`src/hdl/sdlm_pkg.sv`:
```
// Shared types and constants for the stereo delay line with dry/wet mix.
// No dependencies; imported by every module of the block.
package sdlm_pkg;

    localparam int RING_DEPTH_DEF  = 131072;
    localparam int SAMPLE_BITS_DEF = 24;
    localparam int DELAY_BITS      = 17;
    localparam int MIX_BITS        = 16;
    localparam int GAIN_BITS       = MIX_BITS + 1;
    localparam int APB_ADDR_BITS   = 3;
    localparam int APB_DATA_BITS   = 32;

    localparam logic [MIX_BITS-1:0] MIX_ONE = 16'd32768;

    typedef enum logic [0:0] {
        REG_DELAY = 1'b0,
        REG_MIX   = 1'b1
    } reg_idx_t;

    typedef struct packed {
        logic [DELAY_BITS-1:0] delay;
        logic [MIX_BITS-1:0]   mix;
    } cfg_t;

endpackage

```
`src/hdl/sdlm_blend.sv`:
```
// Dry/wet blend: product stage, then rounded sum into the output register.
// Depends on sdlm_pkg.
module sdlm_blend
    import sdlm_pkg::*;
#(
    parameter int SAMPLE_BITS = SAMPLE_BITS_DEF
) (
    input  logic                          aclk,
    input  logic                          aresetn,
    input  logic [MIX_BITS-1:0]           mix,
    input  logic                          in_valid,
    output logic                          in_ready,
    input  logic signed [SAMPLE_BITS-1:0] left_dry,
    input  logic signed [SAMPLE_BITS-1:0] right_dry,
    input  logic signed [SAMPLE_BITS-1:0] left_wet,
    input  logic signed [SAMPLE_BITS-1:0] right_wet,
    output logic                          out_valid,
    input  logic                          out_ready,
    output logic signed [SAMPLE_BITS-1:0] left_out,
    output logic signed [SAMPLE_BITS-1:0] right_out
);

    localparam int PW = SAMPLE_BITS + GAIN_BITS;
    localparam int SW = PW + 1;

    logic [MIX_BITS-1:0]        m_cl;
    logic signed [GAIN_BITS-1:0] g_wet, g_dry;

    logic signed [PW-1:0] pdl_reg, pwl_reg, pdr_reg, pwr_reg;
    logic signed [SAMPLE_BITS-1:0] ol_reg, or_reg;
    logic v2_reg, v2_next, v3_reg, v3_next;
    logic adv2, adv3;
    logic signed [SW-1:0] sum_l, sum_r;

    assign m_cl  = (mix > MIX_ONE) ? MIX_ONE : mix;
    assign g_wet = $signed({1'b0, m_cl});
    assign g_dry = $signed({1'b0, MIX_ONE - m_cl});

    assign adv3     = !v3_reg || out_ready;
    assign adv2     = !v2_reg || adv3;
    assign in_ready = adv2;

    always_comb begin
        v2_next = adv2 ? in_valid : v2_reg;
        v3_next = adv3 ? v2_reg : v3_reg;
    end

    // arithmetic shift gives the floor of the rounded sum
    always_comb begin
        sum_l = SW'(pdl_reg) + SW'(pwl_reg) + SW'(16384);
        sum_r = SW'(pdr_reg) + SW'(pwr_reg) + SW'(16384);
    end

    always_ff @(posedge aclk) begin
        if (adv2 && in_valid) begin
            pdl_reg <= left_dry * g_dry;
            pwl_reg <= left_wet * g_wet;
            pdr_reg <= right_dry * g_dry;
            pwr_reg <= right_wet * g_wet;
        end
        if (adv3 && v2_reg) begin
            ol_reg <= sum_l[SAMPLE_BITS+14:15];
            or_reg <= sum_r[SAMPLE_BITS+14:15];
        end
    end

    always_ff @(posedge aclk) begin
        if (!aresetn) begin
            v2_reg <= 1'b0;
            v3_reg <= 1'b0;
        end else begin
            v2_reg <= v2_next;
            v3_reg <= v3_next;
        end
    end

    assign out_valid = v3_reg;
    assign left_out  = ol_reg;
    assign right_out = or_reg;

endmodule

```
`config.mk`:
```
export PLATFORM = sky130hd
export DESIGN_NAME = sdlm_blend
export DESIGN_NICKNAME = d
export VERILOG_FILES = /design/src/hdl/sdlm_pkg.sv /design/src/hdl/sdlm_blend.sv
export SDC_FILE = /design/constraint.sdc
export NUM_CORES = 2
export LEC_CHECK = 0
export ABC_AREA = 0
export BUFFER_PORTS_ARGS = -buffer_cell sky130_fd_sc_hd__buf_2
export CORE_ASPECT_RATIO = 1.25
export CORE_UTILIZATION = 45
export CTS_CLUSTER_DIAMETER = 50
export DETAILED_ROUTE_END_ITERATION = 8
export MAX_ROUTING_LAYER = met4
export SETUP_SLACK_MARGIN = 0.4
export SKIP_CTS_REPAIR_TIMING = 1
export SYNTH_ARGS = -nofsm -noshare
export SYNTH_HDL_FRONTEND = slang
export SYNTH_SLANG_ARGS = --single-unit
```
`constraint.sdc`:
```
create_clock -name aclk -period 8.2 [get_ports aclk]
set_input_delay 0 -clock aclk [delete_from_list [all_inputs] [get_ports aclk]]
set_output_delay 0 -clock aclk [all_outputs]
set_load 0.03 [all_outputs]
```
[Yosys cells after proc, flatten, opt, wreduce, memory -nomap -nowiden]
Cells that the tools add are included.
Cells by class
  add/subtract/negate cells: 5
  $mul: 4
  $lt $le $gt $ge: 1
  multiplexer cells: 1
  reductions and logical operators: 6
Operator list (count)
  $mul A24 B17 Y39: 4
  $add A39 B16 Y39 const B: 2
  $add A39 B39 Y39: 2
  $gt A16 B16 Y1 const B: 1
  $mux W16: 1
  $sub A16 B16 Y16 const A: 1
  $logic_and A1 B1 Y1: 2
  $logic_not A1 Y1: 2
  $logic_or A1 B1 Y1: 2
Storage, ports and cells
  bits in registers: 206
  input bits: 116
  output and inout port bits: 50
  word-level logic and storage cells: 25

[Depth between registers and ports, before layout]
  word-level depth: 4
  mapped depth: 38
  depth with buffers taken out: 33

[Worst setup path before layout]
OpenSTA, ideal clock, no wires.
  kind: input-to-reg
  from: in mix[3]
  to: reg pdl_reg[38] (data pin)
  setup time: 0.259 ns
  arrival: 8.523 ns
  data required time: 7.941 ns
  path slack: -0.582 ns
  stages: 36
  buffers on the path: 5
  path through: buf_6 -> nor4_1 -> a41o_4 -> and2_2 -> clkbuf_1 -> inv_1 -> ha_1 -> nand2_1 -> a2111oi_4 -> or4b_1 -> nor4_1 -> xnor2_1 -> clkbuf_1 -> clkbuf_1 -> nand2_1 -> fa_1 -> inv_1 -> fa_1 -> fa_1 -> fa_1 -> fa_1 -> inv_1 -> fa_1 -> inv_1 -> ha_1 -> a21o_1 -> a21oi_1 -> nor2b_1 -> or2_2 -> clkbuf_1 -> or3_1 -> o211a_1 -> a221o_1 -> a211oi_1 -> a21oi_1 -> xnor2_1
Between the ends
  word-level cells in the longest chain between the ends: 4
Ends and longest elaborated chain
  from (decl): RTL line sdlm_blend.sv:10  | input logic [MIX_BITS-1:0] mix,
  $gt A16 B16 Y1: RTL line sdlm_blend.sv:35  | assign m_cl = (mix > MIX_ONE) ? MIX_ONE : mix;
  $mux W16 *: RTL line sdlm_blend.sv:35
  $sub A16 B16 Y16 *: RTL line sdlm_blend.sv:37  | assign g_dry = $signed({1'b0, MIX_ONE - m_cl});
  $mul A24 B17 Y39 *: RTL line sdlm_blend.sv:56  | pdl_reg <= left_dry * g_dry;
  to (signal assigned): RTL line sdlm_blend.sv:56
  to (decl): RTL line sdlm_blend.sv:29  | logic signed [PW-1:0] pdl_reg, pwl_reg, pdr_reg, pwr_reg;
Mark *: on every way between the ends. The rest lies on a longest branch, timed or not.
A chain may end at the register's enable or synchronous reset.

[Worst setup path after layout]
  from: in mix[9]
  to: reg pdr_reg[38] (data pin)
Between the ends
  word-level cells in the longest chain between the ends: 4
Ends and longest elaborated chain
  $gt A16 B16 Y1: RTL line sdlm_blend.sv:35
  $mux W16 *: RTL line sdlm_blend.sv:35
  $sub A16 B16 Y16 *: RTL line sdlm_blend.sv:37
  $mul A24 B17 Y39 *: RTL line sdlm_blend.sv:58  | pdr_reg <= right_dry * g_dry;
  to (signal assigned): RTL line sdlm_blend.sv:58
  to (decl): RTL line sdlm_blend.sv:29
Marks and branches as above.

==> flow_summary.toml <==
[outcome]
status = "complete, no violations"

[yosys]
ys_ff_latch = 206
syn_nets = 9064
syn_area_sq_um = 64240
yosysWarnings = 0
syn_inst = 6957
synthArstFlopShare_pct = 0
synth_edf_count = 204
synth_flop_cell = "edfxtp_1"
ys_seq_area_share_pct = 9.599
synth.avg_cell_area_sq_um = 9.233
ys_types = 69

[critical_path]
end_kind = "flop"
crit_required_ns = 8.52
cpMostUsedCell = "fa_1"
arrival_ns = 7.89
startpoint_type = "input port"
rr_startpoint = "pdl_reg[11]"
r2r-end = "left_out[23]"
crit_fanout = 10
r2r_cells = 12
regToRegSetupSlack_ns = 4.15
critPathBufInv = 8
max_stage_delay_ns = 0.57
path_delay_family = "adder cells"
critPathKind = "in2reg"
slowest_stage = "fa_1"

[floorplan]
die_w_um = 339.9
core_area_sq_um = 141200
dieHeight_um = 424.4
dieArea_sq_um = 144300
num_rows = 154
io_pins = 166
start_util_pct = 45.48

[clock_tree]
cts_buffers = 30
tritoncts = "done"
clock_tree.buffer_depth = 3
clock-sinks = 206
insertion_delay_ns = 0.59
root_buffer = "clkbuf_16"
htree_levels = 1
cts.clk_slew.worst_paths_ns = 0.05

[global_route]
antenna_found_initial = 20
gr-total-overflow = 0
grt_pass1_wl_um = 270900
grt_pass1_vias = 50540
grt_max_degree = 76
track_usage_pct = 24.72

[detailed_routing]
wl_um = 167300
postRouteAntennaNets = 0
post-route-drc-count = 0
first_pass_iters = 5
drt_iter0_drc = 2213
viasPerCell = 5.067
wl_per_cell_um = 18.46
dr_total_vias = 45930

[placement]
pre_cts_slack_ns = -0.07468
port_buffers = 165
dp_hpwl_um = 136200
gp_congestion = 0.8672

[sta]
worst_slack_ns = 0.6292
slew_headroom_pct = 36.48
fin_tns_setup_ns = 0
tightest_slew_ns = 0.9527
slew_violations = 0
rsz0062_at_grt = "yes"
max_freq_mhz = 132.1
finalHoldViolCount = 0
setup_viol = 0
fin_skew_ns = 0.03783
finalCritPeriodShare_pct = 92.33
finalCriticalPeriod_ns = 7.571

[finish]
finalNetCount = 9263
layout_commonest_cell = "inv_1"
fill_cells = 13300
drive_above_1_share_pct = 7.981
areaGrowthSynthToFinish_pct = 9.460
final_cell_mix = "inv_1 (1,918), fa_1 (1,456), nand2_1 (1,038)"

[hold_path]
min_to = "pwl_reg[0]"
hp-start = "left_wet[0]"
min_path_type = "in2reg"
whs_path_depth = 2

[run]
max_cap_viol_count = 0
-- worst max-delay path by stage --
stage	cells past startpoint	slack [ns]	to	start
after global routing	34	0.33	pdl_reg[38]	mix[9]
final	35	0.63	pdr_reg[38]	mix[9]
after global placement	33	-0.01	pdl_reg[38]	mix[9]
after floorplan	36	0.008	pdl_reg[38]	mix[3]
after CTS	33	0.52	pdl_reg[38]	mix[2]
after detailed placement	34	-0.07	pdr_reg[38]	mix[2]
-- kinds of logic after synthesis --
kind of cell | count (synthesis) | synth area share, %
and+or+nand+nor | 1879 | 13.86
xor gates and xnor gates | 236 | 3.218
DFF | 206 | 9.599
buffers and inverters | 2198 | 12.86
adders and majority gates | 1991 | 55.84
AOI/OAI and AO/OA | 447 | 4.622
-- final cells by class --
type	count	area [sq um]	share of cell area [%]
multi-input cells	4553	50220	71.43
inverters	1921	7216	10.26
flip-flops and latches	206	6166	8.769
repair buffers	444	3279	4.664
well taps	1872	2342	3.331
clock buffers	34	765.7	1.089
clock inverters	22	292.8	0.4164
diodes	12	30.03	0.04271
-- per-layer routing --
metal / routed length [um] / vias to the layer above / global-route usage [%]
met5: 0 / - / -
met2: 87650 / 1136 / 43.93
li1: - / 20730 / -
met3: 8046 / 287 / 2.191
met1: 64340 / 23770 / 29.26
met4: 7259 / 0 / 8.551
-- cell usage after synthesis (all sizes together) (6+ instances only) --
master	count	share of area (%)
o21a	37	0.43
nand2	1040	6.1
edfxtp	204	9.5
a21o	80	0.93
buf	12	0.084
o21bai	22	0.26
nand2b	21	0.20
clkbuf	265	1.5
o2111ai	8	0.11
o21ai	66	0.51
a21oi	131	1.0
o31ai	7	0.082
nand3	29	0.23
and4	6	0.082
and2	490	4.8
fa	1460	46
a211oi	20	0.23
nor3	31	0.24
nand4	9	0.088
a31oi	14	0.14
xor2	51	0.70
nor2b	29	0.29
xnor2	185	2.5
nor2	90	0.53
ha	531	10
a21boi	7	0.082
and3	102	1.0
or2	8	0.078
inv	1921	11
nor4	8	0.078
-- stage by stage --
step / instances / util [%] / instance area, sq um / hold slack, ns
after floorplan: 6957 / - / 64430 / 0.1178
after global placement: 8980 / 48.81 / 68940 / 0.2186
after detailed placement: 8980 / 48.81 / 68940 / 0.2324
after CTS: 9036 / 49.56 / 70000 / -0.3989
after global routing: 9060 / 49.78 / 70300 / 0.008550
final: 9064 / 49.78 / 70310 / 0.02777
Power is left out: the tool's default activity adds up to more than one toggle a clock period on the data nets, which glitch-free logic cannot reach.
