$ cat src/hdl/sdlm_pkg.sv
// Shared types and constants for the stereo delay line with dry/wet mix.
// No dependencies; imported by every module of the block.
package sdlm_pkg;

    localparam int RING_DEPTH_DEF  = 131072;
    localparam int SAMPLE_BITS_DEF = 24;
    localparam int DELAY_BITS      = 17;
    localparam int MIX_BITS        = 16;
    localparam int GAIN_BITS       = MIX_BITS + 1;
    localparam int APB_ADDR_BITS   = 3;
    localparam int APB_DATA_BITS   = 32;

    localparam logic [MIX_BITS-1:0] MIX_ONE = 16'd32768;

    typedef enum logic [0:0] {
        REG_DELAY = 1'b0,
        REG_MIX   = 1'b1
    } reg_idx_t;

    typedef struct packed {
        logic [DELAY_BITS-1:0] delay;
        logic [MIX_BITS-1:0]   mix;
    } cfg_t;

endpackage

$ cat src/hdl/sdlm_regs.sv
// APB register file: frame delay and wet/dry mix.
// Depends on sdlm_pkg.
module sdlm_regs
    import sdlm_pkg::*;
(
    input  logic                     aclk,
    input  logic                     aresetn,
    input  logic                     psel,
    input  logic                     penable,
    input  logic                     pwrite,
    input  logic [APB_ADDR_BITS-1:0] paddr,
    input  logic [APB_DATA_BITS-1:0] pwdata,
    output logic [APB_DATA_BITS-1:0] prdata,
    output logic                     pready,
    output cfg_t                     cfg
);

    cfg_t     cfg_reg;
    cfg_t     cfg_next;
    reg_idx_t idx;
    logic     wr_en;

    assign idx    = reg_idx_t'(paddr[2]);
    assign wr_en  = psel && penable && pwrite;
    assign pready = 1'b1;
    assign cfg    = cfg_reg;

    always_comb begin
        cfg_next = cfg_reg;
        if (wr_en) begin
            unique case (idx)
                REG_DELAY: cfg_next.delay = pwdata[DELAY_BITS-1:0];
                REG_MIX:   cfg_next.mix   = pwdata[MIX_BITS-1:0];
                default:   cfg_next = cfg_reg;
            endcase
        end
    end

    always_comb begin
        unique case (idx)
            REG_DELAY: prdata = {{(APB_DATA_BITS-DELAY_BITS){1'b0}}, cfg_reg.delay};
            REG_MIX:   prdata = {{(APB_DATA_BITS-MIX_BITS){1'b0}}, cfg_reg.mix};
            default:   prdata = '0;
        endcase
    end

    always_ff @(posedge aclk) begin
        if (!aresetn) begin
            cfg_reg.delay <= DELAY_BITS'(1);
            cfg_reg.mix   <= '0;
        end else begin
            cfg_reg <= cfg_next;
        end
    end

endmodule

$ cat config.mk
export PLATFORM = sky130hd
export DESIGN_NAME = sdlm_regs
export DESIGN_NICKNAME = d
export VERILOG_FILES = /design/src/hdl/sdlm_pkg.sv /design/src/hdl/sdlm_regs.sv
export SDC_FILE = /design/constraint.sdc
export NUM_CORES = 1
export LEC_CHECK = 0
export BUFFER_PORTS_ARGS = -buffer_cell sky130_fd_sc_hd__buf_2
export CORE_MARGIN = 3
export CORE_UTILIZATION = 35
export CTS_BUF_LIST = sky130_fd_sc_hd__clkbuf_4 sky130_fd_sc_hd__clkbuf_8
export CTS_CLUSTER_DIAMETER = 200
export CTS_CLUSTER_SIZE = 40
export DETAILED_ROUTE_END_ITERATION = 6
export PLACE_DENSITY = 0.69
export SLEW_MARGIN = 15
export SYNTH_ARGS = -nofsm -noshare
export SYNTH_HDL_FRONTEND = slang
export SYNTH_SLANG_ARGS = --single-unit
$ cat constraint.sdc
create_clock -name aclk -period 2.1 [get_ports aclk]
set_clock_uncertainty 0.05 [all_clocks]
set_input_delay 0.105 -clock aclk [delete_from_list [all_inputs] [get_ports aclk]]
set_output_delay 0.105 -clock aclk [all_outputs]
set_load 0.005 [all_outputs]
---- Yosys cells after proc, flatten, opt, wreduce, memory -nomap -nowiden ----
Cells that the tools add are included.
W data, S select, Z words.
word-level totals
  register bits ........................... 33
  input port bits ......................... 40
  output and inout bits ................... 66
operators by class
  muxes and demuxes ....................... 1
  bitwise gates (word level) .............. 1
  reductions and logical operators ........ 4
operators with widths
  cell                 count
  $pmux W32 S2         1
  $reduce_and A2 Y1    2
  $logic_and A1 B1 Y1  2
  $not A1 Y1           1

---- Logic depth before layout (Yosys ltp) ----
Gate-level depths: netlist of the first run.
  word-level depth ........................ 3
  depth in mapped cells ................... 5
  mapped depth without buffers ............ 2

---- Worst setup path before layout of the first run ----
Ideal clock, no wire load.
  path kind ............................... input to register
  start ................................... input port paddr[2]
  end ..................................... register cfg_reg (netlist bit cfg[20])
  setup time .............................. 0.072 ns
  arrival time ............................ 0.916 ns
  data required time ...................... 1.978 ns
  path slack .............................. 1.062 ns
  stages .................................. 5
  path buffers ............................ 3
  path through ............................ buf_6 and4b_1 buf_6 buf_12 mux2i_1
on the way
  cells in the longest elaborated chain, start to end .. 2
ends and longest elaborated chain
  element                      line             RTL
  from (decl)                  sdlm_regs.sv:11  input logic [APB_ADDR_BITS-1:0] paddr,
  $not A1 Y1                   -
  $reduce_and A2 Y1 (no line)  -
  to (signal assigned)         sdlm_regs.sv:52  cfg_reg <= cfg_next;
  to (decl)                    sdlm_regs.sv:18  cfg_t cfg_reg;
No other way between the ends.
A chain may end at the register's enable or synchronous reset.

---- Final worst setup path of the first run ----
  start ................................... input port paddr[2]
  end ..................................... output port prdata[9]
on the way
  cells in the longest elaborated chain, start to end .. 2
ends and longest elaborated chain
  element         line             RTL
  $not A1 Y1      -
  $pmux W32 S2 *  sdlm_regs.sv:40  unique case (idx)
  to (decl)       sdlm_regs.sv:13  output logic [APB_DATA_BITS-1:0] prdata,
Mark *: on every way between the ends. The rest lies on a longest branch, timed or not. The select of a mux whose other input is x is not followed.

==> impl_metrics.csv, run 1 <==
group,metric,value,unit
worst_setup_path,critPathLaunchType,"input pin",
worst_setup_path,worstPathArrival,1.01,ns
drt,detail-route-antenna-nets,0,
power,p_leak,1.093,nW
cells_and_area,diodes,0,
worst_setup_path,end_kind,"output port",
drt,vias,1265,
timing,fin_crit,1.169,ns
worst_setup_path,crit_path_max_fanout,19,
cells_and_area,largest_reg_flops,33,
worst_setup_path,cpMostUsedCell,"buf_2",
worst_setup_path,reg2reg_slack,1.44,ns
placed_design,gp_congestion,0.6434,
floorplanning,core_area,4384,um^2
floorplanning,pin_count,106,
outcome,status,"completed",
timing,tns,0,ns
worst_setup_path,reg2reg_to,"cfg[4]$_SDFFE_PN0P_",
logic_synthesis,synth_xor_area_frac,0,
logic_synthesis,synthAdderAreaFrac,0,
logic_synthesis,ys_types,13,
timing,finalSetupViolations,0,
placed_design,io_buffers,72,
worst_setup_path,rr_worst_depth,2,
floorplanning,die_h,73.78,um
clocking,clock-sinks,33,
timing,report.final.slew_viol_count,0,
floorplanning,num_rows,24,
clocking,cts_tree,"yes",
drt,drt_iter0_drc,14,
floorplanning,die_w,73.78,um
clocking,cts.path.max_buffers,2,
logic_synthesis,synth_seq_area_share,0.4109,
worst_setup_path,critPathMaxStageDelay,0.39,ns
timing,final_hold_viol_count,0,
drt,wl_per_cell,11.64,um
drt,drt-total-wl,3318,um
power,peakVddDrop,269.5,uV
logic_synthesis,syn_area,1608,um^2
min_path,hold_path_end,"cfg[32]$_SDFFE_PN0P_",
clocking,root_buffer,"clkbuf_8",
placed_design,dpl.hpwl,2332,um
timing,rsz0062_at_grt,"false",
min_path,min_from,"pwdata[16]",
worst_setup_path,rr_startpoint,"cfg[4]$_SDFFE_PN0P_",
clocking,cts_hold_buf,0,
cells_and_area,final_common_cell,"buf_2",
logic_synthesis,synth_top_family_by_area,"multiplexers",
power,powerDensity,626.8,nW/um^2
grt,grt_pass1_wl,5092,um
logic_synthesis,synth-simple-area-share,0.1455,
clocking,clk_latency,0.27,ns
logic_synthesis,ys_ff_latch,33,
grt,antenna_found_initial,0,
cells_and_area,final_cell_mix,"72 x buf_2, 49 x nand2_1, 33 x mux2i_1, 33 x dfxtp_1",
logic_synthesis,avgSynthCellArea,9.744,um^2
cells_and_area,layout-drive-gt1-share,0.4206,
grt,grt_max_degree,52,
timing,fin_ws,0.9309,ns
floorplanning,dieArea,5443,um^2
drt,via_per_inst,4.439,
worst_setup_path,crit_path_top_delay_cell,"buf_2",
drt,firstDrtPassIters,4,
worst_setup_path,crit_type,"input pin to output port",
flow_run,cap_viol_max_count,0,
min_path,worstHoldPathCells,3,
timing,finalCritPeriodShare,0.5567,
logic_synthesis,synthMuxAreaShare,0.3175,
clocking,cts_max_level,2,
clocking,numCtsBuffers,5,
clocking,cts_resized,0,
cells_and_area,areaGrowthSynthToFinish,24.90,%
floorplanning,initial_utilization,0.3667,
timing,fmax,855.3,MHz
worst_setup_path,crit_chain,"buf_2 -> mux2_2 -> buf_2",
clocking,cts_setup_buffers,0,
grt,grt_use_total,0.1218,
clocking,clk_pin_slew_worst_paths,0.06,ns
logic_synthesis,synth_compound_area_frac,0,
drt,drc,0,
worst_setup_path,worstPathRequired,1.95,ns
cells_and_area,nets,273,
grt,gr-total-overflow,0,
logic_synthesis,ys_warn_count,0,
placed_design,dp_slack,0.6694,ns
logic_synthesis,synth_cells,165,
grt,grt_pass1_vias,1126,
min_path,hold_class,"input pin to flop",
## critical path: cells and delay by family
family   cells  cell delay (ns)
mux          1             0.39
buf+inv      2             0.51
## worst max path at each step
stage                                 to  cells after the start  startpoint
finish                         prdata[9]                      3    paddr[2]
CTS                            prdata[3]                      3    paddr[2]
floorplan           cfg[20]$_SDFFE_PN0P_                      5    paddr[2]
global placement    cfg[15]$_SDFFE_PN0P_                      3    paddr[2]
detailed placement  cfg[14]$_SDFFE_PN0P_                      3    paddr[2]
global route                  prdata[12]                      3    paddr[2]
## report_power, final
group	internal (mW)	leakage, nW	switching, mW
clock	0.273	0.0477	0.207
sequential	0.640	0.267	0.00919
combinational	0.0613	0.778	0.0683
total	0.974	1.09	0.285
## metal layers
| layer | global-route usage | routed length (um) | vias up |
|---|---|---|---|
| met5 | 0 | 0 | - |
| met4 | 0.04829 | 31 | 0 |
| met3 | 0.03830 | 245 | 2 |
| met2 | 0.2018 | 1608 | 47 |
| met1 | 0.1453 | 1432 | 576 |
| li1 | - | - | 640 |
## cells by family (layout without fill, tap and decap cells)
group / after synthesis / in the layout
buffers and inverters: 27 / 81
AND/OR/NAND/NOR: 54 / 54
flip-flops: 33 / 33
other: 2 / 16
multiplexers: 49 / 49
## final cells by class
type | instances | area [um^2]
clock buffers | 7 | 90.09
fillers | 446 | 2376
multi-input cells | 119 | 804.5
well taps | 52 | 65.06
repair buffers | 74 | 387.9
flip-flops and latches | 33 | 660.6
## Yosys cell counts
cell / n / area [um^2]
and4b_1: 1 / 10.01
buf_12: 1 / 20.02
buf_2: 2 / 10.01
buf_4: 16 / 120.1
buf_6: 2 / 22.52
clkbuf_1: 6 / 22.52
conb_1: 2 / 7.510
dfxtp_1: 33 / 660.6
mux2_2: 16 / 180.2
mux2i_1: 33 / 330.3
nand2_1: 49 / 183.9
nand4_4: 1 / 21.27
nor2b_1: 3 / 18.77
## metrics by stage
stage               hold slack, ns  area, um^2  instances    util  power, mW
finish                     0.02541        2008        285  0.4580      1.259
global placement            0.3075        1918        278  0.4375     0.7923
CTS                        0.01369        2008        285  0.4580      1.289
detailed placement          0.3154        1918        278  0.4375     0.7945
global route               0.02962        2008        285  0.4580      1.324
floorplan                   0.1938        1660        179       -     0.7627
No activity file was read; power rests on OpenSTA's default activity.
==> run 2, diff against run 1 <==
--- a/config.mk
+++ b/config.mk
@@ -12,7 +12,7 @@
 export CTS_CLUSTER_DIAMETER = 200
 export CTS_CLUSTER_SIZE = 40
 export DETAILED_ROUTE_END_ITERATION = 6
-export PLACE_DENSITY = 0.69
+export PLACE_DENSITY = 0.71
 export SLEW_MARGIN = 15
 export SYNTH_ARGS = -nofsm -noshare
 export SYNTH_HDL_FRONTEND = slang
==> constraint.sdc (replaced) <==
create_clock -name aclk -period 1 [get_ports aclk]
set_clock_uncertainty 0.05 [all_clocks]
set_input_delay 0.05 -clock aclk [delete_from_list [all_inputs] [get_ports aclk]]
set_output_delay 0.05 -clock aclk [all_outputs]
set_load 0.005 [all_outputs]
==> run 2 against run 1 <==
  * The flow now finishes with violations (setup timing)
  * Worst hold slack better by 0.15 ns
  * Total power increased by 120%
  * Via count grew 17%
  * Critical path depth is 1 lower
  * Sequential power up 110%
==> impl_metrics.csv, run 2 (synthesis gave the netlist of run 1 again) <==
group,metric,value,unit
floorplanning,core_area,4384,um^2
timing,rsz0062_at_grt,"true",
drt,drt-total-wl,4235,um
drt,detail-route-antenna-nets,0,
grt,antenna_found_initial,0,
floorplanning,initial_utilization,0.3667,
drt,via_per_inst,4.455,
worst_setup_path,crit_path_top_delay_cell,"dfxtp_2",
floorplanning,die_w,73.78,um
clocking,clk_latency,0.27,ns
power,p_leak,1.394,nW
timing,fin_hold_ws,0.1786,ns
worst_setup_path,reg2reg_slack,0.17,ns
clocking,clock-sinks,33,
clocking,clk_pin_slew_worst_paths,0.07,ns
clocking,cts_max_level,2,
worst_setup_path,worstPathRequired,0.90,ns
drt,vias,1479,
grt,grt_use_total,0.1516,
grt,grt_pass1_wl,6348,um
cells_and_area,final_common_cell,"buf_2",
timing,fin_crit,1.087,ns
worst_setup_path,critPathMaxStageDelay,0.32,ns
timing,finalSetupViolations,18,
placed_design,gp_congestion,0.6390,
flow_run,cap_viol_max_count,0,
floorplanning,dieArea,5443,um^2
timing,final_hold_viol_count,0,
placed_design,dp_slack,-0.02708,ns
timing,report.final.slew_viol_count,0,
worst_setup_path,crit_type,"flop to output port",
floorplanning,die_h,73.78,um
worst_setup_path,crit_path_max_fanout,2,
placed_design,placed_area,1973,um^2
grt,grt_max_degree,29,
cells_and_area,areaGrowthSynthToFinish,63.74,%
cells_and_area,final_cell_mix,"56 x buf_2, 49 x nand2_1, 33 x mux2i_1, 32 x dfxtp_2, 26 x buf_4",
cells_and_area,diodes,0,
clocking,cts_tree,"yes",
placed_design,io_buffers,72,
cells_and_area,stdcell_area,2633,um^2
worst_setup_path,crit_chain,"mux2_4 -> buf_6",
grt,grt_pass1_vias,1425,
clocking,cts.path.max_buffers,2,
cells_and_area,fin_cells,332,
drt,wl_per_cell,12.76,um
cells_and_area,layout-drive-gt1-share,0.5714,
cells_and_area,final_core_util,0.6005,
timing,fmax,919.6,MHz
drt,drc,0,
outcome,status,"finished, violations left",
power,powerDensity,1067,nW/um^2
timing,tns,-1.236,ns
floorplanning,num_rows,24,
power,power.total,2.808,mW
floorplanning,pin_count,106,
drt,firstDrtPassIters,4,
power,peakVddDrop,609.7,uV
worst_setup_path,end_kind,"output port",
worst_setup_path,worstPathArrival,0.99,ns
min_path,hold_class,"input pin to flop",
outcome,violations,"setup timing",
clocking,numCtsBuffers,5,
timing,finalCritPeriodShare,1.087,
placed_design,dpl.hpwl,2575,um
clocking,root_buffer,"clkbuf_8",
cells_and_area,largest_reg_flops,33,
worst_setup_path,critPathLaunchType,"flop",
placed_design,placed_cells,282,
cells_and_area,nets,320,
grt,gr-total-overflow,0,
drt,drt_iter0_drc,28,
timing,fin_ws,-0.08747,ns
## run 2: layout make-up
| cell class | instances | area [um^2] |
|---|---|---|
| clock buffers | 7 | 90.09 |
| fillers | 388 | 1752 |
| multi-input cells | 119 | 857.1 |
| flip-flops and latches | 33 | 700.7 |
| well taps | 52 | 65.06 |
| repair buffers | 121 | 919.6 |
## run 2: routing by layer
metal	part of all wire	vias up	GRT usage	routed length (um)
li1	-	735	-	-
met1	0.40	687	0.1675	1699
met2	0.53	49	0.2707	2235
met3	0.055	8	0.04651	233
met4	0.016	0	0.05433	66
met5	0	-	0	0
## run 2: report_power, final
group          total, mW  internal [mW]  switching (mW)
clock               1.01          0.573           0.440
combinational      0.430          0.247           0.183
sequential          1.37           1.35          0.0167
## run 2: timing repair
item,CTS,global route
setup buffers,23,3
endpoints found under the hold margin,30,0
hold buffers,17,0
gates resized for setup,41,24
endpoints found under the setup margin,16,17
## run 2: final timing paths
kind                             start              endpoint  cells after the start
setup / recovery  cfg[31]$_SDFFE_PN0P_            prdata[15]                      2
hold / removal                 aresetn  cfg[27]$_SDFFE_PN0P_                      4
setup reg to reg  cfg[20]$_SDFFE_PN0P_  cfg[20]$_SDFFE_PN0P_                      4
hold reg to reg   cfg[17]$_SDFFE_PN0P_  cfg[17]$_SDFFE_PN0P_                      2
## run 2: critical path, delay by kind of cell (launching register included)
| family | cells | cell delay (ns) |
|---|---|---|
| DFF | 1 | 0.32 |
| muxes | 1 | 0.28 |
| buffers and inverters | 1 | 0.12 |
==> run 3, diff against run 2 <==
--- a/config.mk
+++ b/config.mk
@@ -7,12 +7,12 @@
 export LEC_CHECK = 0
 export BUFFER_PORTS_ARGS = -buffer_cell sky130_fd_sc_hd__buf_2
 export CORE_MARGIN = 3
-export CORE_UTILIZATION = 35
+export CORE_UTILIZATION = 39
 export CTS_BUF_LIST = sky130_fd_sc_hd__clkbuf_4 sky130_fd_sc_hd__clkbuf_8
 export CTS_CLUSTER_DIAMETER = 200
 export CTS_CLUSTER_SIZE = 40
 export DETAILED_ROUTE_END_ITERATION = 6
-export PLACE_DENSITY = 0.71
+export PLACE_DENSITY = 0.78
 export SLEW_MARGIN = 15
 export SYNTH_ARGS = -nofsm -noshare
 export SYNTH_HDL_FRONTEND = slang
==> run 3 against run 2 <==
  * The flow still finishes with violations (setup timing)
  * Die area is 9.4% lower
  * Worst hold slack worse by 0.0063 ns
  * Critical path depth is the same
  * Total power up 0.52%
  * Critical path type unchanged
  * Critical endpoint is now prdata[10]
==> impl_metrics.csv, run 3 (synthesis gave the netlist of run 1 again) <==
group,metric,value,unit
outcome,status,"finished, violations left",
outcome,violations,"setup timing",
cells_and_area,areaGrowthSynthToFinish,63.97,%
flow_run,cap_viol_max_count,0,
drt,drt_iter0_drc,51,
floorplanning,num_rows,22,
grt,antenna_found_initial,0,
drt,drc,0,
clocking,cts_max_level,2,
worst_setup_path,end_kind,"output port",
floorplanning,core_area,3826,um^2
timing,fin_ws,-0.09080,ns
drt,wl_per_cell,13.77,um
power,p_leak,1.407,nW
worst_setup_path,crit_type,"flop to output port",
placed_design,dpl.hpwl,2561,um
cells_and_area,final_cell_mix,"59 x buf_2, 49 x nand2_1, 33 x mux2i_1, 32 x dfxtp_2, 30 x buf_4",
worst_setup_path,worstPathRequired,0.90,ns
worst_setup_path,critPathLaunchType,"flop",
timing,finalSetupViolations,18,
drt,via_per_inst,4.533,
cells_and_area,n_fill_cell,299,
placed_design,gp_congestion,0.6913,
power,peakVddDrop,793.8,uV
floorplanning,dieArea,4929,um^2
floorplanning,die_h,70.21,um
cells_and_area,final_core_util,0.6890,
timing,rsz0062_at_grt,"true",
drt,vias,1505,
placed_design,io_buffers,72,
floorplanning,pin_count,106,
grt,gr-total-overflow,0,
min_path,hold_class,"input pin to flop",
worst_setup_path,worstPathArrival,0.99,ns
power,power.total,2.823,mW
clocking,cts_tree,"yes",
timing,report.final.slew_viol_count,0,
timing,finalCritPeriodShare,1.091,
grt,grt_pass1_vias,1583,
drt,drt-total-wl,4573,um
grt,grt_max_degree,27,
cells_and_area,register_area,700.7,um^2
clocking,clk_pin_slew_worst_paths,0.07,ns
cells_and_area,multi_input_area,845.8,um^2
clocking,numCtsBuffers,5,
clocking,cts.path.max_buffers,2,
grt,grt_pass1_wl,7058,um
timing,final_hold_viol_count,0,
timing,tns,-1.298,ns
cells_and_area,final_common_cell,"buf_2",
worst_setup_path,crit_path_max_fanout,2,
drt,firstDrtPassIters,3,
floorplanning,die_w,70.21,um
timing,fmax,916.8,MHz
cells_and_area,layout-drive-gt1-share,0.5810,
clocking,clk_latency,0.27,ns
timing,fin_crit,1.091,ns
floorplanning,initial_utilization,0.4202,
grt,grt_use_total,0.1815,
clocking,root_buffer,"clkbuf_8",
drt,detail-route-antenna-nets,0,
cells_and_area,diodes,0,
cells_and_area,largest_reg_flops,33,
clocking,clock-sinks,33,
power,powerDensity,1071,nW/um^2
cells_and_area,nets,324,
run 3: per-layer routing:
| metal | vias up | GRT usage | share of wire | routed length, um |
|---|---|---|---|---|
| met5 | - | 0 | 0 | 0 |
| met4 | 0 | 0.09574 | 0.010 | 46 |
| li1 | 742 | - | - | - |
| met2 | 51 | 0.3337 | 0.56 | 2545 |
| met1 | 706 | 0.1882 | 0.39 | 1796 |
| met3 | 6 | 0.04317 | 0.040 | 185 |
run 3: final timing paths:
check | start | endpoint | slack [ns] | cells past startpoint
hold / removal | aresetn | cfg[28]$_SDFFE_PN0P_ | 0.17 | 4
hold reg to reg | cfg[29]$_SDFFE_PN0P_ | cfg[29]$_SDFFE_PN0P_ | 0.42 | 2
setup reg to reg | cfg[26]$_SDFFE_PN0P_ | cfg[26]$_SDFFE_PN0P_ | 0.18 | 4
setup / recovery | cfg[26]$_SDFFE_PN0P_ | prdata[10] | -0.09 | 2
run 3: area by class of cell:
class / instances / share of cell area
clock buffers: 7 / 0.03417
repair buffers: 125 / 0.3564
multi-input cells: 119 / 0.3208
flip-flops and latches: 33 / 0.2658
well taps: 48 / 0.02278
run 3: metrics by stage:
step | instances | hold slack [ns] | cell area, um^2 | setup slack (ns)
2_1_floorplan | 179 | 0.1388 | 1660 | 0.01722
3_3_place_gp | 277 | 0.2633 | 1973 | -0.02904
3_5_place_dp | 277 | 0.2611 | 1973 | -0.1009
4_1_cts | 329 | 0.1601 | 2535 | -0.08714
5_1_grt | 332 | 0.1656 | 2636 | -0.1277
6_report | 332 | 0.1723 | 2636 | -0.09080
run 3: what timing repair did:
action,CTS,global route
setup buffers,28,3
endpoints found under the setup margin,16,17
resized for setup,41,16
pin swaps,0,0
gates cloned,0,0
hold endpoints to repair,29,0
hold buffers,17,0
run 3: power breakdown:
group	switching, mW	internal (mW)	leakage (nW)
registers	0.0166	1.35	0.282
logic	0.188	0.248	1.08
clock network	0.449	0.573	0.0477
run 3: critical path, stage by stage (launching register included):
cell and delay (ns):
dfxtp_2 0.32, mux2_4 0.28, buf_6 0.12
